[src/ofzf_pkg.sv]
`timescale 1ns / 1ps
// ----------------------------------------------------------------------------
// ofzf_pkg
// Shared widths, register indexes and the beat type of the divider chain.
// ----------------------------------------------------------------------------
package ofzf_pkg;

   // Input sample and output symbol widths
   localparam int SampleWidth  = 16;
   localparam int CarrierWidth = 10;
   localparam int NoiseWidth   = 32;

   // Channel power (Q4.28, unsigned) plus noise term
   localparam int PowerWidth = 32;
   localparam int DenWidth   = 34;
   // Numerator magnitude, dividend (mag * 2048 + den) and divisor (2 * den)
   localparam int MagWidth   = 32;
   localparam int RemWidth   = 44;
   localparam int DvsWidth   = DenWidth + 1;
   // Quotient bits: 16 result bits plus two for overflow detection
   localparam int QuoWidth   = 18;
   localparam int CmpWidth   = DvsWidth + QuoWidth;

   // Register indexes
   localparam logic CsrEqMode       = 1'b0;
   localparam logic CsrNoiseInverse = 1'b1;

   typedef struct packed {
      logic [RemWidth-1:0]     rem_re;
      logic [RemWidth-1:0]     rem_im;
      logic [DvsWidth-1:0]     dvs;
      logic [QuoWidth-1:0]     q_re;
      logic [QuoWidth-1:0]     q_im;
      logic                    neg_re;
      logic                    neg_im;
      logic                    zero;
      logic [CarrierWidth-1:0] carrier;
      logic                    last;
   } div_beat_type;

endpackage

[src/ofzf_front.sv]
`timescale 1ns / 1ps
// ----------------------------------------------------------------------------
// ofzf_front
// Two pipeline stages: complex products, then numerator, denominator and the
// first divider beat.
// ----------------------------------------------------------------------------
module ofzf_front
   import ofzf_pkg::*;
(
   input  logic                           clock,
   input  logic                           reset,
   input  logic                           eq_mode,
   input  logic [NoiseWidth-1:0]          noise_inverse,
   input  logic                           valid_i,
   output logic                           ready_o,
   input  logic signed [SampleWidth-1:0]  y_re,
   input  logic signed [SampleWidth-1:0]  y_im,
   input  logic signed [SampleWidth-1:0]  h_re,
   input  logic signed [SampleWidth-1:0]  h_im,
   input  logic [CarrierWidth-1:0]        carrier_i,
   input  logic                           last_i,
   output logic                           valid_o,
   input  logic                           ready_i,
   output div_beat_type                   beat_o
);

   localparam int ProdWidth = 2 * SampleWidth;

   logic                          valid_a_ff, valid_a_in;
   logic                          valid_b_ff, valid_b_in;
   logic                          ready_a;
   logic signed [ProdWidth-1:0]   p_yrhr_ff, p_yihi_ff, p_yihr_ff, p_yrhi_ff;
   logic signed [ProdWidth-1:0]   p_hrhr_ff, p_hihi_ff;
   logic [CarrierWidth-1:0]       carrier_a_ff;
   logic                          last_a_ff;
   div_beat_type                  beat_b_ff, beat_b_in;

   logic signed [ProdWidth:0]     num_re, num_im;
   logic [PowerWidth-1:0]         power;
   logic [DenWidth-1:0]           den;
   logic [MagWidth-1:0]           mag_re, mag_im;

   // Stage handshake: a stage takes a beat when empty or draining
   assign ready_a = !valid_b_ff || ready_i;
   assign ready_o = !valid_a_ff || ready_a;
   assign valid_a_in = ready_o ? valid_i : valid_a_ff;
   assign valid_b_in = ready_a ? valid_a_ff : valid_b_ff;

   always_ff @(posedge clock) begin
      if (reset) begin
         valid_a_ff <= 1'b0;
         valid_b_ff <= 1'b0;
      end else begin
         valid_a_ff <= valid_a_in;
         valid_b_ff <= valid_b_in;
      end
   end

   // Stage A: register the six products
   always_ff @(posedge clock) begin
      if (ready_o && valid_i) begin
         p_yrhr_ff    <= y_re * h_re;
         p_yihi_ff    <= y_im * h_im;
         p_yihr_ff    <= y_im * h_re;
         p_yrhi_ff    <= y_re * h_im;
         p_hrhr_ff    <= h_re * h_re;
         p_hihi_ff    <= h_im * h_im;
         carrier_a_ff <= carrier_i;
         last_a_ff    <= last_i;
      end
   end

   // Stage B: numerator, denominator, dividend and divisor
   always_comb begin
      num_re = (ProdWidth+1)'(p_yrhr_ff) + (ProdWidth+1)'(p_yihi_ff);
      num_im = (ProdWidth+1)'(p_yihr_ff) - (ProdWidth+1)'(p_yrhi_ff);
      power  = PowerWidth'(p_hrhr_ff) + PowerWidth'(p_hihi_ff);
      den    = DenWidth'(power) + (eq_mode ? DenWidth'(noise_inverse) : DenWidth'(0));
      mag_re = num_re[ProdWidth] ? MagWidth'(-num_re) : MagWidth'(num_re);
      mag_im = num_im[ProdWidth] ? MagWidth'(-num_im) : MagWidth'(num_im);

      beat_b_in.rem_re  = RemWidth'({mag_re, 11'b0}) + RemWidth'(den);
      beat_b_in.rem_im  = RemWidth'({mag_im, 11'b0}) + RemWidth'(den);
      beat_b_in.dvs     = {den, 1'b0};
      beat_b_in.q_re    = '0;
      beat_b_in.q_im    = '0;
      beat_b_in.neg_re  = num_re[ProdWidth];
      beat_b_in.neg_im  = num_im[ProdWidth];
      beat_b_in.zero    = (den == '0);
      beat_b_in.carrier = carrier_a_ff;
      beat_b_in.last    = last_a_ff;
   end

   always_ff @(posedge clock) begin
      if (ready_a && valid_a_ff) begin
         beat_b_ff <= beat_b_in;
      end
   end

   assign valid_o = valid_b_ff;
   assign beat_o  = beat_b_ff;

endmodule

[config.mk]
export PLATFORM = sky130hd
export DESIGN_NAME = ofzf_front
export DESIGN_NICKNAME = d
export VERILOG_FILES = /design/src/ofzf_pkg.sv /design/src/ofzf_front.sv
export SDC_FILE = /design/constraint.sdc
export NUM_CORES = 2
export LEC_CHECK = 0
export BUFFER_PORTS_ARGS = -buffer_cell sky130_fd_sc_hd__buf_4
export CORE_AREA = 2 2 361 363
export CTS_CLUSTER_DIAMETER = 100
export DETAILED_ROUTE_END_ITERATION = 6
export DIE_AREA = 0 0 363 365
export PLACE_DENSITY_LB_ADDON = 0.1
export SLEW_MARGIN = 40
export SYNTH_ARGS = -nofsm -noshare
export SYNTH_HDL_FRONTEND = slang
export SYNTH_SLANG_ARGS = --single-unit
[constraint.sdc]
create_clock -name clock -period 8.75 [get_ports clock]
set_input_delay 0.4375 -clock clock [delete_from_list [all_inputs] [get_ports clock]]
set_output_delay 0.4375 -clock clock [all_outputs]
set_load 0.01 [all_outputs]
* Word-level counts from Yosys, hierarchy flattened
Index checks and enable logic that the tools add are counted.
Storage, ports and cells: bits in registers 341, latch bits 0, RAM bits 0, bits in read-only memories 0, input bits 112, logic and storage cells 42, memories kept 0
Operators by class: $add $sub $neg 8, multiply operators 6, div/mod/pow operators 0, $lt $le $gt $ge 0, equal/unequal tests 0, shifts and indexed selects 0, muxes and demuxes 3, bitwise logic cells 0, reductions and logical operators 7
Operators by type and width (number):
- $mul A16 B16 Y32 | 6
- $mux W32 | 3
- $add A43 B33 Y44 | 2
- $add A32 B32 Y33 | 2
- $neg A32 Y32 | 2
- $logic_not A34 Y1 | 1
- $sub A32 B32 Y33 | 1
- $add A32 B32 Y32 | 1
- $logic_and A1 B1 Y1 | 2
- $logic_not A1 Y1 | 2
- $logic_or A1 B1 Y1 | 2

* Longest topological paths before layout
depth after elaboration 4, mapped depth 39, depth with buffers taken out 39

* Worst setup path before layout
OpenSTA, ideal clock, no wires.
path kind register -> register, start register p_hrhr_ff[3], end register beat_b_ff, in the netlist beat_o[168] (data pin), arrival 7315 ps, required time 8492 ps, path slack 1177 ps, stages on the path, launching flop included 40, path buffers 0, period minus slack after synthesis 7573 ps, path through edfxtp_1 > ha_1 > a21o_1 > a21oi_1 > o21bai_1 > a21oi_1 > o21bai_1 > a21oi_1 > o21bai_1 > a2111oi_0 > nor2_1 > and2_1 > nor2_1 > nor2b_1 > nor2_1 > xnor2_1 > ha_1 > nand3_1 > [4 not listed] > a31oi_1 > o21ai_0 > a21boi_0 > o21a_1 > o21a_1 > nor2_1 > xnor2_1 > ha_1 > inv_1 > nor3_1 > a21oi_1 > o21ai_0 > or3_1 > a41oi_1 > nor3_1 > nor2b_1 > nand2_1 > xnor2_1
RTL lines:
- start: declaration | RTL line ofzf_front.sv:33 | logic signed [ProdWidth-1:0] p_hrhr_ff, p_hihi_ff;
- start signal: assignment | RTL line ofzf_front.sv:66 | p_hrhr_ff <= h_re * h_re;
- end signal: assignment | RTL line ofzf_front.sv:96 | beat_b_ff <= beat_b_in;
- end: declaration | RTL line ofzf_front.sv:36 | div_beat_type beat_b_ff, beat_b_in;

==> flow_summary.ini <==
[status]
status = finished, final reports clean

[timing]
setup_violations = 0
clock_skew_ns = 0.0181
post-route-min-period_ns = 8.26
finalHoldViolCount = 0
slew_viol_final = 0
tns_ns = 0
period_share_pct = 94.3
max_slew.worst_pin.slew_ns = 0.916
maxSlewHeadroom_pct = 38.9
fmax_ghz = 0.121

[place]
io_buffers = 248
gp_routability_congestion = 0.950
dp_hpwl_mm = 163

[floorplan]
die_area_sq_mm = 0.132
core_area_sq_mm = 0.129
fp.dieH_um = 365
io_pins = 287
chipWidth_um = 363
num_rows = 132
initial_core_util_pct = 60.5

[worst_setup_path]
cp-start-kind = flop
worstPathArrival_ns = 8.61
max_stage_delay_ns = 0.59
r2r_cells = 38
reg2reg_setup_slack_ns = 0.49
crit_path_start = p_hrhr_ff[3]
slowest_stage = a311oi_2
cp_max_fo = 6
worstSetupPathType = flop to flop
critPathCapture = beat_o[169]
required_ns = 9.11
worstReg2RegEnd = beat_o[169]
critPathCaptureType = flop
rr_startpoint = p_hrhr_ff[3]

[route]
ant_nets = 0
first_iter_violations = 4050
firstDrtPassIters = 6
wl_per_cell_um = 20.1
via_per_inst = 5.60
vias = 56073
wl_mm = 201
drc = 0

[yosys]
synth_area_leaders = fa_1 39%, edfxtp_1 12%, ha_1 11%, inv_1 9.4%, and2_1 4.7%
synth_top_area_share_pct = 39.4
ys_top_cells_by_count = 1955 x inv_1, 1531 x fa_1, 793 x nand2_1
synth_cell_types = 113
ys_seq_area_share_pct = 12.2
syn_area_sq_mm = 0.0779
yosys.cell_count.top_type = inv_1
synthFlopType = edfxtp_1
async_reset_ff_share_pct = 0
syn_inst = 8260
ys_warn_count = 0
avgSynthCellArea_sq_um = 9.43
yosysTopAreaCell = fa_1
synth-edff-count = 314
synth-seq-cells = 316

[cells_and_area]
nets = 10616
ff_latch_area_sq_mm = 0.00947
drive_gt1_share_pct = 5.80
syn_to_final_growth_pct = 5.89
fillers = 10793
multi_input_area_sq_mm = 0.0597

[grt]
gr-total-overflow = 0
grt_max_degree = 125
grt_pass1_vias = 58906
antenna_found_initial = 3
grt_usage_pct = 31.6
grt_pass1_wl_mm = 324

[clock_network]
clock-sinks = 316
clock_latency_ns = 0.62
cts_buffer_depth = 3
cts-buffers-inserted = 42
cts_tree = yes
clk_pin_slew_ns = 0.07
cts_root_buf = clkbuf_16
ctsHtreeMaxLevel = 2

[min_path]
worstHoldPathType = input pin to flop

[flow_run]
maxCapViolCount = 0
registers in the layout, indices dropped and copies added (netlist names), 10 cells and up:
| name | flops |
|---|---|
| p_yrhi_ff | 32 |
| p_hihi_ff | 31 |
| p_hrhr_ff | 31 |
| p_yihi_ff | 32 |
| beat_o | 113 |
| p_yrhr_ff | 32 |
| carrier_a_ff | 10 |
| p_yihr_ff | 32 |
critical path, delay by kind of cell (launching register included):
| family | cells | cell delay [ns] |
|---|---|---|
| compound gates | 21 | 4.52 |
| simple gates | 10 | 1.53 |
| fa+ha+maj | 3 | 1.01 |
| buf+inv | 2 | 0.39 |
| flops | 1 | 0.37 |
| xor+xnor | 2 | 0.17 |
metrics by stage:
stage          hold WS [ns]  utilization (%)  instance area [sq um]  worst slack [ns]  cells
2_1_floorplan         0.400                -                  78000              1.18   8297
3_3_place_gp          0.401             62.8                  80800           -0.0640   9915
3_5_place_dp          0.406             62.8                  80800           -0.0654   9916
4_1_cts             0.00690             64.0                  82400             0.107  10005
5_1_grt              0.0982             64.1                  82500          -0.00206  10008
6_report             0.0461             64.1                  82500             0.495  10012
cell type report:
class,instances,share of cell area (%)
sequential,316,11.5
timing repair buffer,319,2.97
tap,1675,2.54
clock inverter,29,0.350
antenna,5,0.0152
multi-input combinational,5663,72.4
clock buffer,48,1.33
inverter,1957,8.91
layer usage:
| layer | vias up | global-route usage [%] | share of wire (%) |
|---|---|---|---|
| li1 | 25322 | - | - |
| met1 | 28483 | 43.7 | 42 |
| met2 | 1969 | 51.1 | 46 |
| met3 | 299 | 4.58 | 7.1 |
| met4 | 0 | 11.7 | 4.3 |
| met5 | - | 0 | 0 |
cells by family (layout without fill, tap and decap cells):
family,count (synthesis),after routing,synth area share (%)
other,1,43,0.00482
buffers and inverters,2318,2353,11.5
muxes,10,10,0.135
and+or+nand+nor,2087,2087,13.4
adders and majority gates,2206,2206,50.2
xor gates and xnor gates,423,423,4.80
AOI/OAI and AO/OA,899,899,7.81
DFF,316,316,12.2
how the worst min path moves through the flow:
stage	slack (ns)	startpoint	end	depth (start not counted)
2_1_floorplan	0.40	last_a_ff	beat_o[0]	0
3_3_place_gp	0.40	carrier_a_ff[3]	beat_o[4]	0
3_5_place_dp	0.41	carrier_a_ff[8]	beat_o[9]	0
4_1_cts	0.007	valid_i	valid_a_ff	3
5_1_grt	0.1	valid_i	valid_a_ff	3
6_report	0.05	valid_i	valid_a_ff	3
repair_timing:
| action | 4_1_cts | 5_1_grt |
|---|---|---|
| gates resized for setup | 1 | 10 |
| pin swaps | 0 | 1 |
| buffers inserted | 0 | 1 |
| hold buffers | 12 | 0 |
| endpoints found under the setup margin | 2 | 12 |
| hold endpoints to repair | 13 | 0 |
layout by cell type (no fill, tap or decap), types with 20 or more instances in the layout:
cell type  count
inv_1       1955
fa_1        1531
nand2_1      793
ha_1         669
and2_1       579
edfxtp_1     314
xnor2_1      307
buf_4        303
nor2_1       282
a21oi_1      272
o21ai_0      126
a21o_1       121
xor2_1       109
nand2b_1      93
nor3_1        65
o21bai_1      62
nand3_1       60
clkbuf_16     43
o21a_1        39
conb_1        38
nor2b_1       36
a31oi_1       33
and3_1        29
o211ai_1      28
a211oi_1      23
or3_1         21
nand4_1       21
or2_2         20
Power is left out: the tool's default activity adds up to more than one toggle a clock period on the data nets, which glitch-free logic cannot reach.
