**src/ofzf_pkg.sv**
```systemverilog
`timescale 1ns / 1ps
// ----------------------------------------------------------------------------
// ofzf_pkg
// Shared widths, register indexes and the beat type of the divider chain.
// ----------------------------------------------------------------------------
package ofzf_pkg;

   // Input sample and output symbol widths
   localparam int SampleWidth  = 16;
   localparam int CarrierWidth = 10;
   localparam int NoiseWidth   = 32;

   // Channel power (Q4.28, unsigned) plus noise term
   localparam int PowerWidth = 32;
   localparam int DenWidth   = 34;
   // Numerator magnitude, dividend (mag * 2048 + den) and divisor (2 * den)
   localparam int MagWidth   = 32;
   localparam int RemWidth   = 44;
   localparam int DvsWidth   = DenWidth + 1;
   // Quotient bits: 16 result bits plus two for overflow detection
   localparam int QuoWidth   = 18;
   localparam int CmpWidth   = DvsWidth + QuoWidth;

   // Register indexes
   localparam logic CsrEqMode       = 1'b0;
   localparam logic CsrNoiseInverse = 1'b1;

   typedef struct packed {
      logic [RemWidth-1:0]     rem_re;
      logic [RemWidth-1:0]     rem_im;
      logic [DvsWidth-1:0]     dvs;
      logic [QuoWidth-1:0]     q_re;
      logic [QuoWidth-1:0]     q_im;
      logic                    neg_re;
      logic                    neg_im;
      logic                    zero;
      logic [CarrierWidth-1:0] carrier;
      logic                    last;
   } div_beat_type;

endpackage

```
**src/ofzf_div_cell.sv**
```systemverilog
`timescale 1ns / 1ps
// ----------------------------------------------------------------------------
// ofzf_div_cell
// One restoring-division cell: settles one quotient bit of both parts and
// hands the beat to its neighbour.
// ----------------------------------------------------------------------------
module ofzf_div_cell
   import ofzf_pkg::*;
#(
   parameter int BitPos = 0
)
(
   input  logic          clock,
   input  logic          reset,
   input  logic          valid_i,
   output logic          ready_o,
   input  div_beat_type  beat_i,
   output logic          valid_o,
   input  logic          ready_i,
   output div_beat_type  beat_o
);

   logic                 valid_ff, valid_in;
   div_beat_type         beat_ff, beat_in;
   logic [CmpWidth-1:0]  trial;
   logic                 ge_re, ge_im;

   assign ready_o  = !valid_ff || ready_i;
   assign valid_in = ready_o ? valid_i : valid_ff;

   always_ff @(posedge clock) begin
      if (reset) begin
         valid_ff <= 1'b0;
      end else begin
         valid_ff <= valid_in;
      end
   end

   // Compare against the shifted divisor, subtract where it fits
   always_comb begin
      trial = CmpWidth'(beat_i.dvs) << BitPos;
      ge_re = CmpWidth'(beat_i.rem_re) >= trial;
      ge_im = CmpWidth'(beat_i.rem_im) >= trial;
      beat_in = beat_i;
      if (ge_re) begin
         beat_in.rem_re = beat_i.rem_re - trial[RemWidth-1:0];
      end
      if (ge_im) begin
         beat_in.rem_im = beat_i.rem_im - trial[RemWidth-1:0];
      end
      beat_in.q_re[BitPos] = ge_re;
      beat_in.q_im[BitPos] = ge_im;
   end

   always_ff @(posedge clock) begin
      if (ready_o && valid_i) begin
         beat_ff <= beat_in;
      end
   end

   assign valid_o = valid_ff;
   assign beat_o  = beat_ff;

endmodule

```
**config.mk**
```make
export PLATFORM = sky130hd
export DESIGN_NAME = ofzf_div_cell
export DESIGN_NICKNAME = d
export VERILOG_FILES = /design/src/ofzf_pkg.sv /design/src/ofzf_div_cell.sv
export SDC_FILE = /design/constraint.sdc
export NUM_CORES = 1
export LEC_CHECK = 0
export BUFFER_PORTS_ARGS = -buffer_cell sky130_fd_sc_hd__buf_2
export CORE_ASPECT_RATIO = 1.5
export CORE_MARGIN = 4
export CORE_UTILIZATION = 52
export CTS_CLUSTER_DIAMETER = 200
export DETAILED_ROUTE_END_ITERATION = 10
export PLACE_DENSITY = 0.85
export REMOVE_ABC_BUFFERS = 1
export SYNTH_ARGS = -nofsm -noshare
export SYNTH_HDL_FRONTEND = slang
export SYNTH_SLANG_ARGS = --single-unit
```
**constraint.sdc**
```tcl
create_clock -name clock -period 6.1 [get_ports clock]
set_clock_uncertainty 0.05 [all_clocks]
set_input_delay 0.305 -clock clock [delete_from_list [all_inputs] [get_ports clock]]
set_output_delay 0.305 -clock clock [all_outputs]
set_load 0.01 [all_outputs]
```
* Yosys cells after proc, flatten, opt, wreduce, memory -nomap -nowiden *
Index checks and enable logic that the tools add are counted.

cells by class
  $add $sub $neg = 2
  order comparisons = 2
  muxes and demuxes = 2
  reduce and logical (&&, ||, !) cells = 3

operator list
  cell                                                            number
  44-bit by 35-bit greater-or-equal comparator with 1-bit output  2
  44-bit two-way mux                                              2
  44-bit by 35-bit subtractor with 44-bit output                  2
  1-bit logical AND                                               1
  1-bit logical NOT                                               1
  1-bit logical OR                                                1

storage, ports and cells
  bits in registers = 174
  bits of input ports = 177
  output and inout port bits = 175
  word-level logic and storage cells = 20

* Depth between registers and ports, before layout *
Gate-level depths: netlist of the first run.

  word-level depth = 3
  gate-level depth with buffers = 13
  gate-level depth less buffers = 12

* Worst setup path after synthesis of the first run *
No wires, ideal clock.

  path kind = flip-flop to flip-flop
  start point = register valid_ff, in the netlist valid_o
  end point = register beat_ff, in the netlist beat_o[0] (enable)
  setup time = 0.555 ns
  data arrival time = 4.479 ns
  required time = 5.495 ns
  path slack = 1.016 ns
  cell stages (with the launch flop) = 3
  path buffers = 0
  period minus slack after synthesis = 5.084 ns
  path through = dfxtp_1 -> nand2b_1 -> and2_1

on the way
  cells in the longest elaborated chain, start to end = 3

RTL lines
  element                 line                 source
  start, declared         ofzf_div_cell.sv:23  logic valid_ff, valid_in;
  start signal, assigned  ofzf_div_cell.sv:35  valid_ff <= valid_in;
  1-bit logical NOT       ofzf_div_cell.sv:28  assign ready_o = !valid_ff || ready_i;
  1-bit logical OR        ofzf_div_cell.sv:28
  named net ready_o       ofzf_div_cell.sv:16  output logic ready_o,
  1-bit logical AND       ofzf_div_cell.sv:56  if (ready_o && valid_i) begin
  end signal, assigned    ofzf_div_cell.sv:57  beat_ff <= beat_in;
  end, declared           ofzf_div_cell.sv:24  div_beat_type beat_ff, beat_in;

The timed path passes the listed nets, and every way through them passes these cells.
A chain may end at the register's enable or synchronous reset.

==> results of run 1 <==
[per-layer routing]
metal	up-vias	GRT usage [%]	routed length [um]
li1	4738	-	-
met2	556	55.4	18900
met3	93	5.94	2710
met4	0	14.0	1700
met5	-	0	0
met1	4646	32.0	12500
[power breakdown]
part / switching (W) / internal [W]
combinational: 0.000525 / 0.000378
sequential: 0.0000296 / 0.00146
clock: 0.000523 / 0.000529
[cell type report]
| type | instances | share of cell area [%] |
|---|---|---|
| Inverter | 59 | 1.58 |
| Tap cell | 264 | 2.35 |
| Sequential cell | 174 | 37.2 |
| Clock buffer | 18 | 3.06 |
| Clock inverter | 14 | 0.776 |
| Multi-Input combinational cell | 787 | 37.3 |
| Timing Repair Buffer | 425 | 17.8 |
[final timing paths]
check                      to  slack, ns  depth (start not counted)        from
setup / recovery  beat_o[133]       2.03                         13  beat_i[70]
hold / removal     beat_o[52]       0.02                          1  beat_i[52]
setup reg to reg  beat_o[148]       3.84                          3     valid_o
hold reg to reg       valid_o       0.51                          2     valid_o
[through the flow]
step | hold WS, ns | instances | total power [W] | setup slack (ns)
2_1_floorplan | 0.324 | 1020 | 0.00206 | 1.02
3_3_place_gp | 0.414 | 1636 | 0.00234 | 2.09
3_5_place_dp | 0.433 | 1636 | 0.00236 | 2.03
4_1_cts | 0.00562 | 1741 | 0.00343 | 2.13
5_1_grt | 0.0238 | 1741 | 0.00359 | 1.80
6_report | 0.0163 | 1741 | 0.00345 | 2.03
[registers in the layout, summed over array words and instances, names as in the netlist]
register,flops
beat_o,173
valid_o,1
[worst max-delay path: cells and delay by family]
family                   cells  cell delay [ns]
AO/OA/AOI/OAI                2             0.41
adder cells (fa/ha/maj)      1             0.47
buffers and inverters        5             1.64
AND/OR/NAND/NOR              4             0.98
multiplexers                 1             0.41
[synth_stat cells, types with 4 or more instances]
| master | instances | area [um^2] |
|---|---|---|
| a211oi_1 | 10 | 75.1 |
| a21o_1 | 47 | 353 |
| a21oi_1 | 123 | 616 |
| a31oi_1 | 8 | 50.1 |
| and2_1 | 10 | 62.6 |
| and3_1 | 8 | 50.1 |
| buf_2 | 15 | 75.1 |
| buf_6 | 6 | 67.6 |
| clkbuf_1 | 15 | 56.3 |
| edfxtp_1 | 173 | 5190 |
| ha_1 | 70 | 876 |
| inv_1 | 57 | 214 |
| mux2_2 | 4 | 45.0 |
| nand2_1 | 76 | 285 |
| nand2b_1 | 8 | 50.1 |
| nand3_1 | 14 | 70.1 |
| nand3b_1 | 4 | 30.0 |
| nand4_1 | 23 | 144 |
| nor2_1 | 110 | 413 |
| nor3_1 | 23 | 115 |
| nor4_1 | 8 | 50.1 |
| o211a_1 | 4 | 40.0 |
| o211ai_1 | 12 | 90.1 |
| o21a_1 | 7 | 52.6 |
| o21ai_0 | 36 | 180 |
| o21ai_1 | 16 | 80.1 |
| o21bai_1 | 9 | 67.6 |
| o221ai_1 | 4 | 35.0 |
| o31ai_1 | 5 | 37.5 |
| or3_1 | 5 | 31.3 |
| xnor2_1 | 48 | 420 |
| xor2_1 | 26 | 228 |
[cell families (layout without fill, tap and decap cells)]
logic type | Yosys count | count (layout) | synth area share (%)
AND/OR/NAND/NOR | 317 | 317 | 14.4
flip-flops | 174 | 174 | 47.9
buffers and inverters | 98 | 516 | 4.18
adder cells (fa/ha/maj) | 72 | 72 | 8.40
XOR/XNOR | 74 | 74 | 5.95
multiplexers | 9 | 9 | 0.907
AO/OA/AOI/OAI | 315 | 315 | 18.3
==> impl_metrics.py, run 1 <==
metrics = {
    "cts": {
        "ctsRootBufferMaster": "clkbuf_16",
        "cts.sinks": 174,
        "cts_resized": 0,
        "cts_setup_buffers": 0,
        "cts_htree_levels": 4,
        "cts_tree": "yes",
        "cts_buffer_depth": 2,
        "numCtsBuffers": 17,
        "clock_latency_ns": 0.45,
        "cts.clk_slew.worst_paths_ns": 0.08,
        "postCtsHoldBufs": 73,
    },
    "routing": {
        "detail_route.wl_per_cell_um": 20.6,
        "vias_per_cell": 5.76,
        "drtPass1Iterations": 5,
        "postRouteAntennaNets": 0,
        "drtIter0Drc": 954,
        "vias": 10000,
        "drc": 0,
        "drt_wl_total_um": 35900,
    },
    "synth": {
        "synthArstFlopShare_pct": 0,
        "synthesis.instances": 1059,
        "yosys_most_used_dff": "edfxtp_1",
        "synth_enable_flop_cells": 173,
        "yosysSeqAreaShare_pct": 47.9,
        "synth.distinct_cells": 78,
        "ys_ff_latch": 174,
        "syn_area_um2": 10900,
        "avgSynthCellArea_um2": 10.3,
        "yosysWarnings": 0,
    },
    "layout": {
        "drive_gt1_share_pct": 28.1,
        "layout_commonest_cell": "buf_2",
        "num_antenna_cells": 0,
        "fill_cells": 1564,
        "final_util_pct": 68.5,
        "layout_common_cells": "buf_2 (349), edfxtp_1 (173), a21oi_1 (123), nor2_1 (110), nand2_1 (76)",
        "area_growth_pct": 28.8,
        "stdcell_area_um2": 14000,
        "multi_input_area_um2": 5230,
        "register_area_um2": 5220,
        "nets": 1713,
    },
    "timing": {
        "final-setup-viol-count": 0,
        "max_freq_mhz": 246,
        "worstMarginPinSlew_ns": 0.916,
        "rsz0062_at_grt": "no",
        "slew_headroom_pct": 39.0,
        "final.setup.tns_ns": 0,
        "final-max-slew-violation-count": 0,
        "period_minus_slack_ns": 4.07,
        "finalCritPeriodShare_pct": 66.6,
        "hold_viol_final": 0,
    },
    "placed_design": {
        "dpl_cell_area_um2": 12800,
        "gp_congestion": 0.912,
        "dpl.hpwl_um": 26900,
        "io_buffers": 349,
    },
    "die": {
        "die_area_um2": 23400,
        "row_count": 64,
        "die_h_um": 185,
        "ioPinCount": 352,
        "start_util_pct": 53.2,
        "core_um2": 20500,
        "die_width_um": 126,
    },
    "global_routing": {
        "grt_pass1_vias": 10100,
        "grt-ovfl-total": 0,
        "antenna_found_initial": 0,
        "grt_max_degree": 72,
        "grt.total_usage_pct": 29.7,
        "grt_pass1_wl_um": 53800,
    },
    "min_path": {
        "hold_class": "in -> reg",
    },
    "power": {
        "irDropWorstVdd_uv": 174,
        "powerDensity_nw_per_um2": 246,
        "leakagePower_nw": 6.18,
    },
    "critical_path": {
        "max_stage_delay_ns": 0.55,
        "start_kind": "input port",
        "critPathMostFrequentCell": "nand4_1",
        "cp_cell_sequence": "dlygate4sd3_1, buf_2, inv_1, ha_1, nand4_1, and4bb_2, nand4_1, a21oi_1, o31ai_1, and2_1, inv_2, buf_4, mux2_2",
        "cp_slowest_cell": "dlygate4sd3_1",
        "cp.arrival_ns": 4.22,
        "worstPathMaxFanout": 37,
        "cp.required_ns": 6.25,
        "end_kind": "flip-flop",
        "crit_type": "in -> reg",
    },
    "status": {
        "status": "finished, final reports clean",
    },
    "job": {
        "drv_cap": 0,
    },
}
No activity file was read; power rests on OpenSTA's default activity.
==> inputs of run 2 (changes only) <==
- clock period: 6.1 -> 3.9 ns (I/O delays scaled with it)
==> impl_metrics.py, run 2 (synthesized netlist as in run 1, its figures left out) <==
metrics = {
    "layout": {
        "multi_input_area_um2": 5230,
        "fill_cells": 1522,
        "layout_common_cells": "buf_2 (349), edfxtp_1 (173), a21oi_1 (123), nor2_1 (110), dlygate4sd3_1 (89)",
        "register_area_um2": 5220,
        "finalNonFillerCells": 1763,
        "area_growth_pct": 31.4,
        "layout_commonest_cell": "buf_2",
        "nets": 1735,
        "drive_gt1_share_pct": 28.2,
        "num_antenna_cells": 0,
        "stdcell_area_um2": 14300,
        "largest_reg_flops": 173,
    },
    "timing": {
        "hold_viol_final": 0,
        "max_freq_mhz": 273,
        "finalCritPeriodShare_pct": 93.8,
        "period_minus_slack_ns": 3.66,
        "worstMarginPinSlew_ns": 0.666,
        "slew_headroom_pct": 55.6,
        "final-setup-viol-count": 0,
        "rsz0062_at_grt": "no",
        "final.setup.tns_ns": 0,
        "timing.final.ws_setup_ns": 0.242,
        "final-max-slew-violation-count": 0,
    },
    "global_routing": {
        "antenna_found_initial": 0,
        "grt-ovfl-total": 0,
        "grt_pass1_vias": 10200,
        "grt.total_usage_pct": 30.3,
        "grt_pass1_wl_um": 54800,
        "grt_max_degree": 65,
    },
    "critical_path": {
        "ff2ff_path_depth": 3,
        "start_kind": "input port",
        "worst_r2r_endpoint": "beat_o[33]",
        "regToRegStartpoint": "valid_o",
        "worstPathMaxFanout": 25,
        "crit_type": "in -> reg",
        "cp.arrival_ns": 3.89,
        "cp.required_ns": 4.14,
        "end_kind": "flip-flop",
        "r2r_slack_ns": 1.85,
    },
    "power": {
        "p_comb_share_pct": 26.0,
        "irDropWorstVdd_uv": 291,
        "pwr-share-clk_pct": 32.0,
        "p_int_w": 0.00381,
        "leakagePower_nw": 6.31,
        "switchingPower_w": 0.00174,
        "seq_power_share_pct": 42.0,
        "p_sw_share_pct": 31.4,
        "powerDensity_nw_per_um2": 387,
        "total_power_w": 0.00554,
    },
    "die": {
        "die_h_um": 185,
        "die_width_um": 126,
        "die_area_um2": 23400,
        "row_count": 64,
        "ioPinCount": 352,
        "core_um2": 20500,
        "start_util_pct": 53.2,
    },
    "routing": {
        "drtIter0Drc": 936,
        "vias": 10200,
        "vias_per_cell": 5.77,
        "detail_route.wl_per_cell_um": 20.8,
        "postRouteAntennaNets": 0,
        "drt_wl_total_um": 36600,
        "drtPass1Iterations": 5,
        "drc": 0,
    },
    "cts": {
        "numCtsBuffers": 17,
        "ctsRootBufferMaster": "clkbuf_16",
        "cts_htree_levels": 4,
        "cts.sinks": 174,
        "cts_buffer_depth": 2,
        "cts_resized": 0,
        "cts_setup_buffers": 0,
        "cts.clk_slew.worst_paths_ns": 0.08,
        "cts_tree": "yes",
        "clock_latency_ns": 0.45,
    },
    "min_path": {
        "whs_path_depth": 2,
        "hold_class": "in -> reg",
        "worstHoldEndpoint": "beat_o[151]",
        "min_from": "beat_i[151]",
    },
    "placed_design": {
        "dpl.hpwl_um": 26800,
        "place_inst": 1642,
        "pre_cts_slack_ns": 0.496,
        "gp_congestion": 0.929,
        "io_buffers": 349,
        "dpl_cell_area_um2": 12800,
    },
    "job": {
        "drv_cap": 0,
    },
    "status": {
        "status": "finished, final reports clean",
    },
}
-- run 2: routing by layer --
metal	GRT usage [%]	up-vias	part of all wire [%]
li1	-	4800	-
met1	33.0	4751	35
met2	55.3	525	52
met3	5.54	100	7.3
met4	16.8	0	5.5
met5	0	-	0
-- run 2: layout make-up --
type                       instances  share of cell area (%)
clock inverter                    15                    1.19
tap                              264                    2.31
sequential                       174                    36.4
inverter                          59                    1.55
timing repair buffer             447                    19.1
clock buffer                      17                    2.97
multi-input combinational        787                    36.5
-- run 2: metrics by stage --
stage	util (%)	hold slack, ns
after floorplan	-	0.214
final	69.9	0.0165
after detailed placement	62.6	0.311
after global placement	62.6	0.304
after CTS	69.9	0.00177
after global routing	69.9	0.0181
-- run 2: power by group through the flow --
stage	Combinational [W]	Clock [W]	Sequential, W
detailed placement	0.00133	0	0.00236
global placement	0.00131	0	0.00236
global route	0.00156	0.00185	0.00234
finish	0.00144	0.00177	0.00233
floorplan	0.000742	0	0.00247
CTS	0.00141	0.00175	0.00233
-- run 2: timing repair --
item	in CTS	in global routing
endpoints found under the hold margin	88	0
hold buffers	89	0
setup endpoints to repair	0	0
-- run 2: worst max-delay path by stage --
| stage | from | end | depth (start not counted) |
|---|---|---|---|
| after global placement | beat_i[50] | beat_o[86] | 12 |
| after floorplan | valid_o | beat_o[0] | 2 |
| final | beat_i[50] | beat_o[88] | 14 |
| after global routing | beat_i[50] | beat_o[88] | 14 |
| after CTS | beat_i[50] | beat_o[86] | 13 |
| after detailed placement | beat_i[50] | beat_o[88] | 12 |
-- run 2: critical path, cell delays in order --
cell	delay, ns
dlygate4sd3_1	0.54
buf_2	0.17
ha_1	0.24
fa_1	0.43
nand2b_1	0.19
a211o_1	0.32
a211oi_2	0.22
o21bai_1	0.18
a21oi_2	0.39
nor2_4	0.07
inv_2	0.32
buf_4	0.32
nor2_1	0.10
a21oi_1	0.17
==> inputs of run 3 (changes only) <==
- HOLD_SLACK_MARGIN: unset -> 0.06
- REMOVE_ABC_BUFFERS: 1 -> unset
==> impl_metrics.py, run 3 (synthesized netlist as in run 1, its figures left out) <==
metrics = {
    "routing": {
        "drtIter0Drc": 1107,
        "drc": 0,
        "vias_per_cell": 5.96,
        "drt_wl_total_um": 40000,
        "drtPass1Iterations": 6,
        "postRouteAntennaNets": 0,
        "vias": 10800,
        "detail_route.wl_per_cell_um": 22.1,
    },
    "cts": {
        "postCtsHoldBufs": 133,
        "cts_htree_levels": 4,
        "cts_buffer_depth": 2,
        "numCtsBuffers": 17,
        "cts.sinks": 174,
        "cts.clk_slew.worst_paths_ns": 0.07,
        "cts_tree": "yes",
        "cts_resized": 0,
        "ctsRootBufferMaster": "clkbuf_16",
        "clock_latency_ns": 0.45,
        "cts_setup_buffers": 0,
    },
    "critical_path": {
        "cp_slowest_cell": "inv_2",
        "end_kind": "flip-flop",
        "cp_cell_sequence": "dlygate4sd3_1, buf_2, ha_1, fa_1, nor2b_1, o31a_1, o21ai_1, a21oi_1, o31ai_1, and2_1, inv_2, buf_4, nor2_1, a21oi_1",
        "max_stage_delay_ns": 0.59,
        "cp.required_ns": 4.13,
        "cp.arrival_ns": 3.90,
        "start_kind": "input port",
        "path_buf_inv": 4,
        "crit_family": "buffers and inverters",
        "crit_type": "in -> reg",
        "worstPathMaxFanout": 40,
        "critPathMostFrequentCell": "a21oi_1",
    },
    "power": {
        "powerDensity_nw_per_um2": 379,
        "irDropWorstVdd_uv": 235,
        "leakagePower_nw": 6.47,
    },
    "min_path": {
        "hold_class": "in -> reg",
    },
    "layout": {
        "fill_cells": 1445,
        "register_area_um2": 5220,
        "drive_gt1_share_pct": 27.2,
        "multi_input_area_um2": 5230,
        "finalNonFillerCells": 1811,
        "area_growth_pct": 35.5,
        "final_util_pct": 72.0,
        "largest_reg_flops": 173,
        "layout_common_cells": "buf_2 (349), edfxtp_1 (173), dlygate4sd3_1 (134), a21oi_1 (123), nor2_1 (110)",
        "layout_commonest_cell": "buf_2",
        "nets": 1782,
    },
    "die": {
        "die_area_um2": 23400,
        "die_width_um": 126,
        "start_util_pct": 53.2,
        "core_um2": 20500,
        "row_count": 64,
        "ioPinCount": 352,
        "die_h_um": 185,
    },
    "global_routing": {
        "grt_pass1_vias": 10800,
        "grt-ovfl-total": 0,
        "grt_pass1_wl_um": 59500,
        "antenna_found_initial": 2,
        "grt.total_usage_pct": 33.0,
        "grt_max_degree": 74,
    },
    "placed_design": {
        "dpl.hpwl_um": 27200,
        "gp_congestion": 0.951,
        "pre_cts_slack_ns": 0.434,
        "io_buffers": 349,
        "place_inst": 1644,
    },
    "status": {
        "status": "finished, final reports clean",
    },
    "timing": {
        "final-setup-viol-count": 0,
        "finalCritPeriodShare_pct": 94.2,
        "rsz0062_at_grt": "no",
        "final.setup.tns_ns": 0,
        "final-max-slew-violation-count": 0,
        "max_freq_mhz": 272,
        "worstMarginPinSlew_ns": 0.765,
        "hold_viol_final": 0,
        "slew_headroom_pct": 48.9,
        "timing.final.ws_setup_ns": 0.226,
        "period_minus_slack_ns": 3.67,
    },
    "synth": {
        "syn-num-nets": 1308,
    },
    "job": {
        "drv_cap": 0,
    },
}
-- run 3: changes by cell type in the layout (fill, tap and decap cells not counted) --
| cell | before | now |
|---|---|---|
| buf_4 | 7 | 9 |
| bufinv_16 | 1 | 2 |
| clkbuf_1 | 0 | 3 |
| clkinv_2 | 1 | 0 |
| clkinv_4 | 2 | 0 |
| clkinv_8 | 2 | 0 |
| clkinvlp_4 | 1 | 5 |
| diode_2 | 0 | 2 |
| dlygate4sd3_1 | 89 | 134 |
| inv_6 | 5 | 4 |
| inv_8 | 3 | 0 |
-- run 3: worst reg2reg max path, cell delays in order, from the launching register on --
cell and delay [ns]:
dfxtp_1 0.34, nand2b_1 0.15, and2_4 0.60, buf_12 0.45
-- run 3: final timing paths --
| kind | from | to | slack [ns] | cells after the start |
|---|---|---|---|---|
| setup / recovery | beat_i[50] | beat_o[131] | 0.23 | 14 |
| hold reg to reg | valid_o | beat_o[9] | 1.08 | 2 |
| hold / removal | beat_i[95] | beat_o[95] | 0.07 | 3 |
| setup reg to reg | valid_o | beat_o[38] | 1.87 | 3 |
-- run 3: where the power goes --
group          total, W  switching [W]  internal (W)
combinational   0.00150       0.000865      0.000639
clock           0.00175       0.000804      0.000949
sequential      0.00234      0.0000568       0.00229
total           0.00560        0.00173       0.00387
-- run 3: area by class of cell --
type,count,area share (%)
clock buffer,20,2.96
sequential,174,35.3
tap,264,2.24
clock inverter,11,0.898
inverter,59,1.50
timing repair buffer,494,21.6
antenna,2,0.0339
multi-input combinational,787,35.4
-- run 3: metrics by stage --
stage	area [um^2]	total power (W)	hold slack (ns)
6_report	14800	0.00560	0.0712
5_1_grt	14800	0.00581	0.0830
4_1_cts	14800	0.00551	0.0609
3_5_place_dp	12900	0.00371	0.305
3_3_place_gp	12900	0.00367	0.305
2_1_floorplan	10900	0.00323	0.214
-- run 3: layer usage --
| metal | share of wire [%] | vias up | GRT usage, % |
|---|---|---|---|
| met1 | 33 | 5026 | 34.8 |
| met4 | 6.1 | 0 | 18.5 |
| li1 | - | 4898 | - |
| met5 | 0 | - | 0 |
| met2 | 52 | 718 | 60.3 |
| met3 | 8.7 | 154 | 7.53 |
