==> src/ofzf_pkg.sv <==
`timescale 1ns / 1ps
// ----------------------------------------------------------------------------
// ofzf_pkg
// Shared widths, register indexes and the beat type of the divider chain.
// ----------------------------------------------------------------------------
package ofzf_pkg;

   // Input sample and output symbol widths
   localparam int SampleWidth  = 16;
   localparam int CarrierWidth = 10;
   localparam int NoiseWidth   = 32;

   // Channel power (Q4.28, unsigned) plus noise term
   localparam int PowerWidth = 32;
   localparam int DenWidth   = 34;
   // Numerator magnitude, dividend (mag * 2048 + den) and divisor (2 * den)
   localparam int MagWidth   = 32;
   localparam int RemWidth   = 44;
   localparam int DvsWidth   = DenWidth + 1;
   // Quotient bits: 16 result bits plus two for overflow detection
   localparam int QuoWidth   = 18;
   localparam int CmpWidth   = DvsWidth + QuoWidth;

   // Register indexes
   localparam logic CsrEqMode       = 1'b0;
   localparam logic CsrNoiseInverse = 1'b1;

   typedef struct packed {
      logic [RemWidth-1:0]     rem_re;
      logic [RemWidth-1:0]     rem_im;
      logic [DvsWidth-1:0]     dvs;
      logic [QuoWidth-1:0]     q_re;
      logic [QuoWidth-1:0]     q_im;
      logic                    neg_re;
      logic                    neg_im;
      logic                    zero;
      logic [CarrierWidth-1:0] carrier;
      logic                    last;
   } div_beat_type;

endpackage

==> src/ofzf_back.sv <==
`timescale 1ns / 1ps
// ----------------------------------------------------------------------------
// ofzf_back
// Output stage: sign, clip and zero-denominator forcing into the result
// register.
// ----------------------------------------------------------------------------
module ofzf_back
   import ofzf_pkg::*;
(
   input  logic                          clock,
   input  logic                          reset,
   input  logic                          valid_i,
   output logic                          ready_o,
   input  div_beat_type                  beat_i,
   output logic                          valid_o,
   input  logic                          stall_i,
   output logic signed [SampleWidth-1:0] x_re,
   output logic signed [SampleWidth-1:0] x_im,
   output logic [CarrierWidth-1:0]       carrier_o,
   output logic                          last_o,
   output logic                          zero_o,
   output logic                          sat_o
);

   logic                    valid_ff, valid_in;
   logic [SampleWidth-1:0]  x_re_ff, x_re_in, x_im_ff, x_im_in;
   logic [CarrierWidth-1:0] carrier_ff;
   logic                    last_ff, zero_ff, sat_ff, sat_in;
   logic                    sat_re, sat_im;

   function automatic logic [SampleWidth-1:0] clip(input logic [QuoWidth-1:0] q,
                                                   input logic neg,
                                                   output logic sat);
      logic [QuoWidth-1:0] neg_q;
      begin
         neg_q = -q;
         if (!neg) begin
            sat = (q[QuoWidth-1:SampleWidth-1] != '0);
            clip = sat ? {1'b0, {(SampleWidth-1){1'b1}}} : q[SampleWidth-1:0];
         end else begin
            sat = (q[QuoWidth-1:SampleWidth] != '0) ||
                  (q[SampleWidth-1] && (q[SampleWidth-2:0] != '0));
            clip = sat ? {1'b1, {(SampleWidth-1){1'b0}}} : neg_q[SampleWidth-1:0];
         end
      end
   endfunction

   assign ready_o  = !valid_ff || !stall_i;
   assign valid_in = ready_o ? valid_i : valid_ff;

   always_ff @(posedge clock) begin
      if (reset) begin
         valid_ff <= 1'b0;
      end else begin
         valid_ff <= valid_in;
      end
   end

   // Round-to-nearest is already folded into the dividend; clip here
   always_comb begin
      x_re_in = clip(beat_i.q_re, beat_i.neg_re, sat_re);
      x_im_in = clip(beat_i.q_im, beat_i.neg_im, sat_im);
      sat_in  = sat_re || sat_im;
      if (beat_i.zero) begin
         x_re_in = '0;
         x_im_in = '0;
         sat_in  = 1'b0;
      end
   end

   always_ff @(posedge clock) begin
      if (ready_o && valid_i) begin
         x_re_ff    <= x_re_in;
         x_im_ff    <= x_im_in;
         carrier_ff <= beat_i.carrier;
         last_ff    <= beat_i.last;
         zero_ff    <= beat_i.zero;
         sat_ff     <= sat_in;
      end
   end

   assign valid_o   = valid_ff;
   assign x_re      = x_re_ff;
   assign x_im      = x_im_ff;
   assign carrier_o = carrier_ff;
   assign last_o    = last_ff;
   assign zero_o    = zero_ff;
   assign sat_o     = sat_ff;

endmodule

==> config.mk <==
export PLATFORM = sky130hd
export DESIGN_NAME = ofzf_back
export DESIGN_NICKNAME = d
export VERILOG_FILES = /design/src/ofzf_pkg.sv /design/src/ofzf_back.sv
export SDC_FILE = /design/constraint.sdc
export NUM_CORES = 1
export LEC_CHECK = 0
export BUFFER_PORTS_ARGS = -buffer_cell sky130_fd_sc_hd__buf_2
export CAP_MARGIN = 10
export CORE_AREA = 2 2 87 89
export DETAILED_ROUTE_END_ITERATION = 7
export DIE_AREA = 0 0 89 91
export GPL_TIMING_DRIVEN = 0
export HOLD_SLACK_MARGIN = 0.02
export PLACE_DENSITY = 0.79
export SETUP_SLACK_MARGIN = 0.02
export SLEW_MARGIN = 20
export SYNTH_ARGS = -nofsm -noshare
export SYNTH_HDL_FRONTEND = slang
export SYNTH_SLANG_ARGS = --single-unit
==> constraint.sdc <==
create_clock -name clock -period 5 [get_ports clock]
set_input_delay 0 -clock clock [delete_from_list [all_inputs] [get_ports clock]]
set_output_delay 0 -clock clock [all_outputs]
set_load 0.02 [all_outputs]
# == Yosys cells after proc, flatten, opt, wreduce, memory -nomap -nowiden ==
# Cells that the tools add are included.
# totals
register_bits,46
output_inout_bits,47
# op_classes
addsub,2
n_mux,8
reduce_logical,15
# ops
cell,n
16-bit 2-to-1 mux,6
16-bit negator,2
15-bit nonzero test,2
3-bit nonzero test,2
1-bit logical OR,4
2-bit nonzero test,2
1-bit logical AND,3
1-bit logical NOT,2
1-bit 2-to-1 mux,2

# == Longest topological paths before layout ==
# Gate-level depths: netlist of the first run.
# logic_depth
word_depth,5
mapped_depth,9
ltp_nobuf,7

# == Worst setup path after synthesis of the first run ==
# Ideal clock, no wire load.
# synth_timing
path_type,reg2reg
from,"reg valid_ff, in the netlist valid_o"
to,"reg carrier_ff[0], in the netlist carrier_o[0], enable pin"
arrival_time_ns,1.706
t_required_ns,4.593
path_slack_ns,2.887
stages_incl_launch_ff,3
path_cell_list,dfxtp_1 nand2_1 and2_1
# synth_between
elab_chain_cells,3
# synth_lines
element,line_no,rtl
"start, declared",ofzf_back.sv:25,"logic valid_ff, valid_in;"
"start signal, assigned",ofzf_back.sv:55,valid_ff <= valid_in;
1-bit logical NOT,ofzf_back.sv:48,assign ready_o = !valid_ff || !stall_i;
1-bit logical OR,ofzf_back.sv:48,
net ready_o,ofzf_back.sv:13,"output logic ready_o,"
1-bit logical AND,ofzf_back.sv:72,if (ready_o && valid_i) begin
"end signal, assigned",ofzf_back.sv:75,carrier_ff <= beat_i.carrier;
"end, declared",ofzf_back.sv:27,logic [CarrierWidth-1:0] carrier_ff;
# The timed path passes the listed nets, and every way through them passes these cells.
# A chain may end at the register's enable or synchronous reset.

# == Worst setup path in the final report of the first run ==
# layout_timing
from,in beat_i[15] (netlist name)
to,"reg x_im_ff[13], in the netlist x_im[13] (data pin)"
# layout_between
elab_chain_cells,5
# layout_lines
element,line_no,rtl
"start, declared",ofzf_back.sv:14,"input div_beat_type beat_i,"
"parallel branches: the longest is 3 deep, another holds 16-bit negator",n/a,
16-bit 2-to-1 mux *,ofzf_back.sv:43,"clip = sat ? {1'b1, {(SampleWidth-1){1'b0}}} : neg_q[SampleWidth-1:0];"
16-bit 2-to-1 mux *,ofzf_back.sv:37,if (!neg) begin
"end signal, assigned",ofzf_back.sv:74,x_im_ff <= x_im_in;
"end, declared",ofzf_back.sv:26,"logic [SampleWidth-1:0] x_re_ff, x_re_in, x_im_ff, x_im_in;"
# Every way passes the cells marked *.

==> flow_summary_export.csv, run 1 <==
group,metric,value,unit
run_status,outcome,"completed",
cts,cts_tree,"done",
synth,ys_top_cells_by_count,"45 x edfxtp_1, 34 x nor2_1, 27 x nor3_1, 24 x a21oi_1, 23 x nand2_1",
placement,placed_cell_area,3160,um^2
job,drv_cap,0,
routing,met1_length,3240,um
synth,synth_cell_types,49,
sta,slew_viol_final,0,
sta,hold_slack,63.1,ps
routing,drtIter0Drc,176,
sta,clock.fmax,0.479,GHz
floorplanning,die_h,91,um
routing,post_drt_wl_per_cell,15.3,um
synth,syn-num-nets,429,
cells_and_area,drive_gt1_share,32.8,%
sta,min_period_over_period,41.8,%
cts,clk_latency,310,ps
hold_path,hold_path_depth,2,
placement,pre_cts_ws,2690,ps
cells_and_area,nets,550,
floorplanning,fp.dieW,89,um
sta,fin_crit,2090,ps
floorplanning,die-area,8100,um^2
worst_setup_path,crit_type,"input pin to flop",
synth,avgSynthCellArea,10.1,um^2
worst_setup_path,r2r-start,"valid_o$_SDFFE_PP0N_",
synth,synth_edf_count,45,
synth,syn_area,2520,um^2
cells_and_area,area_growth,34.5,%
sta,worst_slack,2910,ps
sta,skew,12.0,ps
routing,met3_length,426,um
synth,synth_top_area_cell,"edfxtp_1",
routing,drc,0,
worst_setup_path,r2r_slack,3610,ps
worst_setup_path,crit_arrival,2180,ps
synth,async_flop_share,0,%
cts,htreeDepth,2,
floorplanning,fp-row-count,31,
sta,worst_slew_pin_slew,814,ps
hold_path,holdCritStartpoint,"beat_i[36]",
synth,synth-seq-cells,46,
cts,clock-root-buffer,"clkbuf_8",
routing,wl,7210,um
cells_and_area,num_antenna_cells,0,
cts,cts_buffer_depth,2,
routing,dr.pass1.iters,6,
grt,grt_pass1_wl,11200,um
floorplanning,start_util,35.3,%
routing,wl_met2,3460,um
worst_setup_path,end_kind,"flop",
hold_path,worstHoldPathType,"input pin to flop",
cells_and_area,fill_cells,697,
worst_setup_path,critPathRequiredTime,5090,ps
sta,setup_viol,0,
sta,rsz0062_at_grt,"false",
worst_setup_path,timing.rr.end,"x_im[14]$_SDFFCE_PP0P_",
synth,synth.area.top_cells,"edfxtp_1 54%, nor3_1 5.4%, nor2_1 5.1%",
grt,grt_use_total,17.7,%
cts,cts_buffers,5,
cells_and_area,design_area,3390,um^2
power,power,878,uW
routing,vias,2491,
floorplanning,core_region_area,7140,um^2
power,power.density,259,nW/um^2
synth,synth_ff_type,"edfxtp_1",
synth,yosysMostFrequentCell,"edfxtp_1",
cts,cts_sinks,46,
worst_setup_path,rr_worst_depth,3,
grt,grt_max_degree,32,
power,ir_drop,159,uV
routing,vias_per_cell,5.29,
synth,yosysSeqAreaShare,54.4,%
routing,final_antenna_net_count,0,
sta,max-slew-margin-rel,45.3,%
placement,dp_hpwl,5290,um
worst_setup_path,start_kind,"input pin",
grt,grt_pass1_vias,2253,
placement,io_buffer_count,99,
floorplanning,ios,224,
worst_setup_path,cp_max_fo,8,
synth,synthDominantCellAreaShare,53.7,%
sta,tns,0,ps
routing,highest_layer,"met4",
grt,grt_overflow_total,0,
synth,syn_inst,250,
grt,grt_antenna_before_repair,0,
sta,hold_viol,0,
cts,clk_pin_slew,100,ps
placement,gp_routability_congestion,0.890,
hold_path,min_to,"x_re[4]$_SDFFCE_PP0P_",
synth,yosysWarnings,0,
power,cellLeakagePower,1.35,nW
## worst max-delay path, stage by stage
cell      delay (ps)
buf_2            120
inv_1             70
ha_1             190
nor3b_1          390
nand4_1          190
o21ai_1          510
o21bai_1         300
nor4_1           410
## layout by cell type (no fill, tap or decap), types with 2 or more instances in the layout
master and n:
xor2_1 2, clkinv_1 2, nor3b_1 2, nand2_1 23, clkbuf_1 5, clkbuf_8 5
nand4_1 2, nor2_1 34, inv_1 6, or4_4 2, a31oi_1 5, dlygate4sd3_1 14
nor4_1 3, o22ai_1 6, buf_2 100, nor3_1 27, a21oi_1 24, a21o_1 2
o21ai_0 6, or3_1 6, ha_1 2, a211oi_1 10, a311oi_1 2, or4_1 2
buf_6 3, nand3_1 4, a211o_1 2, edfxtp_1 45
## how the worst max path moves through the flow
| stage | slack (ps) | from | endpoint |
|---|---|---|---|
| global placement | 2650 | beat_i[15] | x_im[7]$_SDFFCE_PP0P_ |
| floorplan | 2890 | valid_o$_SDFFE_PP0N_ | carrier_o[0]$_DFFE_PP_ |
| finish | 2910 | beat_i[15] | x_im[13]$_SDFFCE_PP0P_ |
| CTS | 2960 | beat_i[15] | x_im[7]$_SDFFCE_PP0P_ |
| detailed placement | 2690 | beat_i[15] | x_im[13]$_SDFFCE_PP0P_ |
| global route | 2660 | beat_i[15] | x_im[7]$_SDFFCE_PP0P_ |
## flip-flops by register name (all words and copies together), names as in the netlist
register and cells:
carrier_o 10, last_o 1, sat_o 1, valid_o 1, x_im 16, x_re 16
zero_o 1
## per-stage QoR
stage | cells | util [%]
after floorplan | 250 | -
after global placement | 448 | 44.0
after detailed placement | 449 | 44.3
after CTS | 471 | 47.5
after global routing | 471 | 47.5
final | 471 | 47.5
## cell families (layout without fill, tap and decap cells)
logic type	count (synthesis)	after routing	share of synthesized area, %
fa+ha+maj	2	2	0.993
simple gates	115	115	23.0
buf+inv	17	139	3.48
compound gates	68	68	17.4
flops	46	46	54.4
xor+xnor	2	2	0.696
## cell type report
class                   count  area (um^2)  share of cell area (%)
inverters                   7         26.3                   0.775
clock inverters             3         20.0                   0.591
well taps                  99          124                    3.66
multi-input cells         187         1060                    31.3
repair buffers            114          656                    19.4
clock buffers               5         68.8                    2.03
flip-flops and latches     46         1370                    40.5
plain buffers              10         61.3                    1.81
## layer usage
layer	GRT usage, %	vias up
met2	27.7	103
met4	4.60	0
met1	25.3	1171
met5	0	-
met3	2.73	13
li1	-	1204
## power by group
group	internal, mW	switching [mW]	total [mW]	leakage [nW]
logic	0.0670	0.114	0.181	0.857
registers	0.454	0.00686	0.461	0.453
clock network	0.0987	0.138	0.236	0.0422
total	0.620	0.259	0.878	1.35
## what timing repair did
item / CTS / global route
hold buffers: 14 / 0
buffers inserted: 0 / 0
resized for setup: 0 / 0
endpoints found under the hold margin: 13 / 0
Power figures use the tool's default switching activity.
==> run 2: changes to the inputs <==
==> constraint.sdc (replaced) <==
create_clock -name clock -period 2.1 [get_ports clock]
set_input_delay 0 -clock clock [delete_from_list [all_inputs] [get_ports clock]]
set_output_delay 0 -clock clock [all_outputs]
set_load 0.02 [all_outputs]
==> run 2 against run 1 <==
Compared with the run above:
- worst hold slack gained 8.0 ps
- sequential power grew 140%
- flip-flop and latch count unchanged
- total power rose by 150%
- critical path depth up 2
- combinational power increased by 140%
- register-to-register slack got worse by 3100 ps
- clock power rose to 2.8 times the previous value
- via count increased by 0.12%
- final cell count decreased by 0.21%
- non-clock buffer count decreased by 1
- global-route usage fell by 0.30 points
- highest routed layer unchanged
==> flow_summary_export.csv, run 2 (synthesis gave the netlist of run 1 again) <==
group,metric,value,unit
run_status,outcome,"completed",
routing,wl,7160,um
routing,dr.pass1.iters,4,
worst_setup_path,slowest_stage,"or3b_1",
grt,grt_overflow_total,0,
worst_setup_path,cpMostUsedCell,"buf_2",
grt,grt_use_total,17.4,%
cells_and_area,fin_cells,470,
worst_setup_path,critPathRequiredTime,2210,ps
power,ir_drop,366,uV
worst_setup_path,cp_max_fo,10,
cts,htreeDepth,2,
floorplanning,start_util,35.3,%
hold_path,worstHoldPathType,"input pin to flop",
grt,grt_pass1_vias,2257,
grt,grtUsageMet3,2.73,%
worst_setup_path,rr_worst_depth,2,
grt,gr-usage-met1,25.1,%
routing,drtIter0Drc,159,
routing,post_drt_wl_per_cell,15.2,um
cts,postCtsSetupBuffers,0,
worst_setup_path,crit_arrival,2010,ps
sta,worst_slew_pin_slew,1010,ps
cts,clk_latency,300,ps
sta,clock.fmax,0.528,GHz
placement,io_buffer_count,99,
power,p_sw_share,27.2,%
job,drv_cap,0,
placement,dp_cells,448,
power,combPwrFrac,19.5,%
floorplanning,ios,224,
power,power,2.19,mW
cts,cts_sinks,46,
cells_and_area,area_growth,34.9,%
cts,clk_pin_slew,90,ps
hold_path,hold_path_depth,2,
cts,cts_tree,"done",
cells_and_area,drive_gt1_share,33.2,%
routing,drc,0,
floorplanning,fp.dieW,89,um
floorplanning,fp-row-count,31,
power,seqPwrFrac,50.2,%
floorplanning,die-area,8100,um^2
worst_setup_path,path_cells,"buf_2 > inv_1 > ha_1 > or3b_1 > buf_2 > nor4_4 > a211oi_2 > or2_1 > buf_6 > a311oi_1",
sta,max-slew-margin-rel,32.4,%
worst_setup_path,max_stage_delay,340,ps
sta,hold_slack,71.1,ps
worst_setup_path,crit_type,"input pin to flop",
sta,hold_viol,0,
power,power_frac_clock,30.2,%
sta,setup_viol,0,
floorplanning,die_h,91,um
cells_and_area,final_cell_mix,"100 x buf_2, 45 x edfxtp_1, 34 x nor2_1",
cts,clock-root-buffer,"clkbuf_8",
power,power.density,644,nW/um^2
worst_setup_path,end_kind,"flop",
power,intPower,1.59,mW
routing,vias_per_cell,5.31,
grt,gr-usage-met2,26.9,%
power,cellLeakagePower,1.36,nW
cells_and_area,layout_commonest_cell,"buf_2",
cells_and_area,nets,549,
sta,min_period_over_period,90.3,%
cts,cts_buffer_depth,2,
placement,gp_routability_congestion,0.867,
grt,grt_pass1_wl,11000,um
sta,slew_viol_final,0,
sta,fin_crit,1900,ps
grt,grt-busiest-layer,"met2",
cells_and_area,num_antenna_cells,0,
routing,final_antenna_net_count,0,
worst_setup_path,start_kind,"input pin",
cts,cts_buffers,5,
grt,grt_max_degree,46,
placement,dp_hpwl,5130,um
routing,vias,2494,
grt,grt_antenna_before_repair,0,
sta,skew,5.32,ps
floorplanning,core_region_area,7140,um^2
power,p_switching,595,uW
sta,rsz0062_at_grt,"false",
[run 2: cell count changes in the layout (fill, tap and decap cells not counted), sizes merged]
| cell | delta |
|---|---|
| buf | -1 |
| bufinv | +1 |
| clkbuf | +1 |
| clkinv | -1 |
| inv | -1 |
[run 2: area by class of cell]
class,instances,area (um^2)
fillers,712,3740
flip-flops and latches,46,1370
multi-input cells,187,1070
repair buffers,113,636
well taps,99,124
clock buffers,6,72.6
plain buffers,10,61.3
clock inverters,2,37.5
inverters,7,26.3
[run 2: final timing paths]
kind,startpoint,to,slack [ps]
worst min register to register,valid_o$_SDFFE_PP0N_,valid_o$_SDFFE_PP0N_,1060
worst max register to register,valid_o$_SDFFE_PP0N_,x_im[8]$_SDFFCE_PP0P_,490
worst min-delay path,beat_i[36],x_re[4]$_SDFFCE_PP0P_,70
worst max-delay path,beat_i[33],x_re[4]$_SDFFCE_PP0P_,200
[run 2: per-stage QoR]
stage	setup WS [ps]	area (um^2)	util (%)	setup TNS, ps
floorplan	252	2520	-	0
global placement	-356	3140	44.0	-1270
detailed placement	-250	3140	44.0	-676
CTS	22.0	3390	47.5	0
global route	49.2	3400	47.6	0
finish	205	3400	47.6	0
[run 2: worst max-delay path, delay by kind of cell]
| kind | cells | cell delay (ps) |
|---|---|---|
| AND/OR/NAND/NOR | 3 | 910 |
| buffers and inverters | 4 | 510 |
| AO/OA/AOI/OAI | 2 | 410 |
| adder cells (fa/ha/maj) | 1 | 170 |
[run 2: metal layers]
layer	routed length, um	vias up	part of all wire (%)
met4	106	0	1.5
li1	-	1197	-
met1	3170	1193	44
met3	507	9	7.1
met2	3380	95	47
met5	0	-	0
[run 2: what timing repair did]
| action | in CTS | in global routing |
|---|---|---|
| resized for setup | 0 | 2 |
| hold buffers | 14 | 0 |
| hold endpoints to repair | 13 | 0 |
| setup endpoints to repair | 0 | 4 |
[run 2: power groups by stage]
stage          logic [mW]  registers (mW)  clock network [mW]
2_1_floorplan       0.145            1.20                   0
3_3_place_gp        0.396            1.12                   0
3_5_place_dp        0.401            1.12                   0
4_1_cts             0.425            1.10               0.682
5_1_grt             0.465            1.11               0.708
6_report            0.427            1.10               0.662
==> run 3: changes to the inputs <==
--- a/config.mk
+++ b/config.mk
@@ -8,6 +8,8 @@
 export BUFFER_PORTS_ARGS = -buffer_cell sky130_fd_sc_hd__buf_2
 export CAP_MARGIN = 10
 export CORE_AREA = 2 2 87 89
+export CTS_BUF_LIST = sky130_fd_sc_hd__clkbuf_16
+export CTS_CLUSTER_SIZE = 40
 export DETAILED_ROUTE_END_ITERATION = 7
 export DIE_AREA = 0 0 89 91
 export GPL_TIMING_DRIVEN = 0
==> run 3 against run 2 <==
Compared with the run above:
- register-to-register slack is essentially flat
- via count grew 0.24%
- sequential power is essentially flat
- worst hold slack gained 23 ps
- critical path type unchanged
- largest power group unchanged
==> flow_summary_export.csv, run 3 (synthesis gave the netlist of run 1 again) <==
group,metric,value,unit
run_status,outcome,"completed",
grt,grt_max_degree,46,
routing,final_antenna_net_count,0,
cells_and_area,nets,549,
sta,tns,0,ps
cells_and_area,drive_gt1_share,33.2,%
worst_setup_path,end_kind,"flop",
power,power,2.41,mW
power,cellLeakagePower,1.39,nW
cells_and_area,layout_commonest_cell,"buf_2",
job,drv_cap,0,
power,ir_drop,390,uV
sta,fin_crit,1910,ps
cts,cts_tree,"done",
worst_setup_path,crit_family,"simple AND/OR/NAND/NOR gates",
worst_setup_path,start_kind,"input pin",
cells_and_area,fill_cells,706,
floorplanning,core_region_area,7140,um^2
cts,clk_pin_slew,70,ps
grt,grt_pass1_vias,2264,
placement,dp_hpwl,5130,um
cts,cts_buffer_depth,2,
cells_and_area,final_cell_mix,"100 x buf_2, 45 x edfxtp_1, 34 x nor2_1",
cts,clock-root-buffer,"clkbuf_16",
worst_setup_path,crit_arrival,2000,ps
routing,drtIter0Drc,167,
worst_setup_path,path_cells,"buf_2 > inv_1 > ha_1 > or3b_1 > buf_2 > nor4_4 > a211oi_2 > or2_1 > buf_6 > a311oi_1",
routing,vias_per_cell,5.32,
floorplanning,fp.dieW,89,um
cells_and_area,area_growth,37.2,%
grt,grt_antenna_before_repair,0,
worst_setup_path,crit_type,"input pin to flop",
placement,gp_routability_congestion,0.867,
floorplanning,die-area,8100,um^2
sta,slew_viol_final,0,
sta,min_period_over_period,90.9,%
cts,cts_buffers,5,
sta,clock.fmax,0.524,GHz
floorplanning,start_util,35.3,%
floorplanning,ios,224,
cts,cts_sinks,46,
power,power.density,698,nW/um^2
cells_and_area,regArea,1370,um^2
worst_setup_path,worst-path-buf-inv,4,
worst_setup_path,cp_max_fo,10,
cells_and_area,multiInputGateArea,1070,um^2
routing,drc,0,
routing,post_drt_wl_per_cell,15.4,um
placement,pre_cts_ws,-250,ps
worst_setup_path,slowest_stage,"or3b_1",
worst_setup_path,max_stage_delay,340,ps
routing,vias,2500,
routing,dr.pass1.iters,5,
routing,wl,7250,um
worst_setup_path,critPathRequiredTime,2190,ps
grt,grt_overflow_total,0,
sta,setup_viol,0,
worst_setup_path,cpMostUsedCell,"buf_2",
floorplanning,die_h,91,um
floorplanning,fp-row-count,31,
cells_and_area,num_antenna_cells,0,
sta,worst_slack,190,ps
sta,rsz0062_at_grt,"false",
grt,grt_pass1_wl,11300,um
cts,htreeDepth,2,
grt,grt_use_total,17.7,%
sta,max-slew-margin-rel,31.4,%
sta,skew,4.39,ps
hold_path,worstHoldPathType,"input pin to flop",
sta,worst_slew_pin_slew,1030,ps
cts,clk_latency,280,ps
placement,io_buffer_count,99,
sta,hold_viol,0,
[run 3: timing repair]
item / 4_1_cts / 5_1_grt
endpoints found under the hold margin: 13 / 0
gates resized for setup: 1 / 1
buffers inserted: 0 / 0
endpoints found under the setup margin: 1 / 2
hold buffers: 14 / 0
[run 3: worst paths after layout]
kind / depth (start not counted) / end / from / slack (ps)
setup / recovery: 10 / x_re[4]$_SDFFCE_PP0P_ / beat_i[33] / 190
hold / removal: 2 / x_re[4]$_SDFFCE_PP0P_ / beat_i[36] / 90
setup reg to reg: 2 / x_im[15]$_SDFFCE_PP0P_ / valid_o$_SDFFE_PP0N_ / 480
hold reg to reg: 3 / valid_o$_SDFFE_PP0N_ / valid_o$_SDFFE_PP0N_ / 1060
[run 3: per-layer routing]
metal / track usage (%) / up-vias / share of wire (%)
met5: 0 / - / 0
met4: 4.98 / 0 / 1.9
met3: 3.09 / 11 / 6.0
met2: 26.7 / 87 / 47
met1: 26.1 / 1203 / 45
li1: - / 1199 / -
[run 3: worst reg2reg max path: cells and delay by family, from the launching register on]
family,cells,cell delay (ps)
flip-flops,1,320
AND/OR/NAND/NOR,2,900
[run 3: through the flow]
step	hold WS (ps)	std cells	instance area (um^2)	util [%]
final	93.8	470	3450	48.4
after global routing	93.8	470	3450	48.4
after CTS	83.8	470	3450	48.3
after detailed placement	167	448	3140	44.0
after global placement	157	448	3140	44.0
after floorplan	72.4	250	2520	-
[run 3: layout make-up]
| type | count | share of cell area [%] |
|---|---|---|
| flip-flops and latches | 46 | 39.7 |
| multi-input cells | 187 | 31.0 |
| repair buffers | 113 | 18.4 |
| clock buffers | 5 | 3.62 |
| well taps | 99 | 3.59 |
| plain buffers | 10 | 1.77 |
| clock inverters | 3 | 1.20 |
| inverters | 7 | 0.761 |
[run 3: power by group]
| group | internal, mW | leakage (nW) | switching (mW) |
|---|---|---|---|
| clock network | 0.557 | 0.0812 | 0.326 |
| logic | 0.155 | 0.851 | 0.273 |
| registers | 1.08 | 0.453 | 0.0170 |
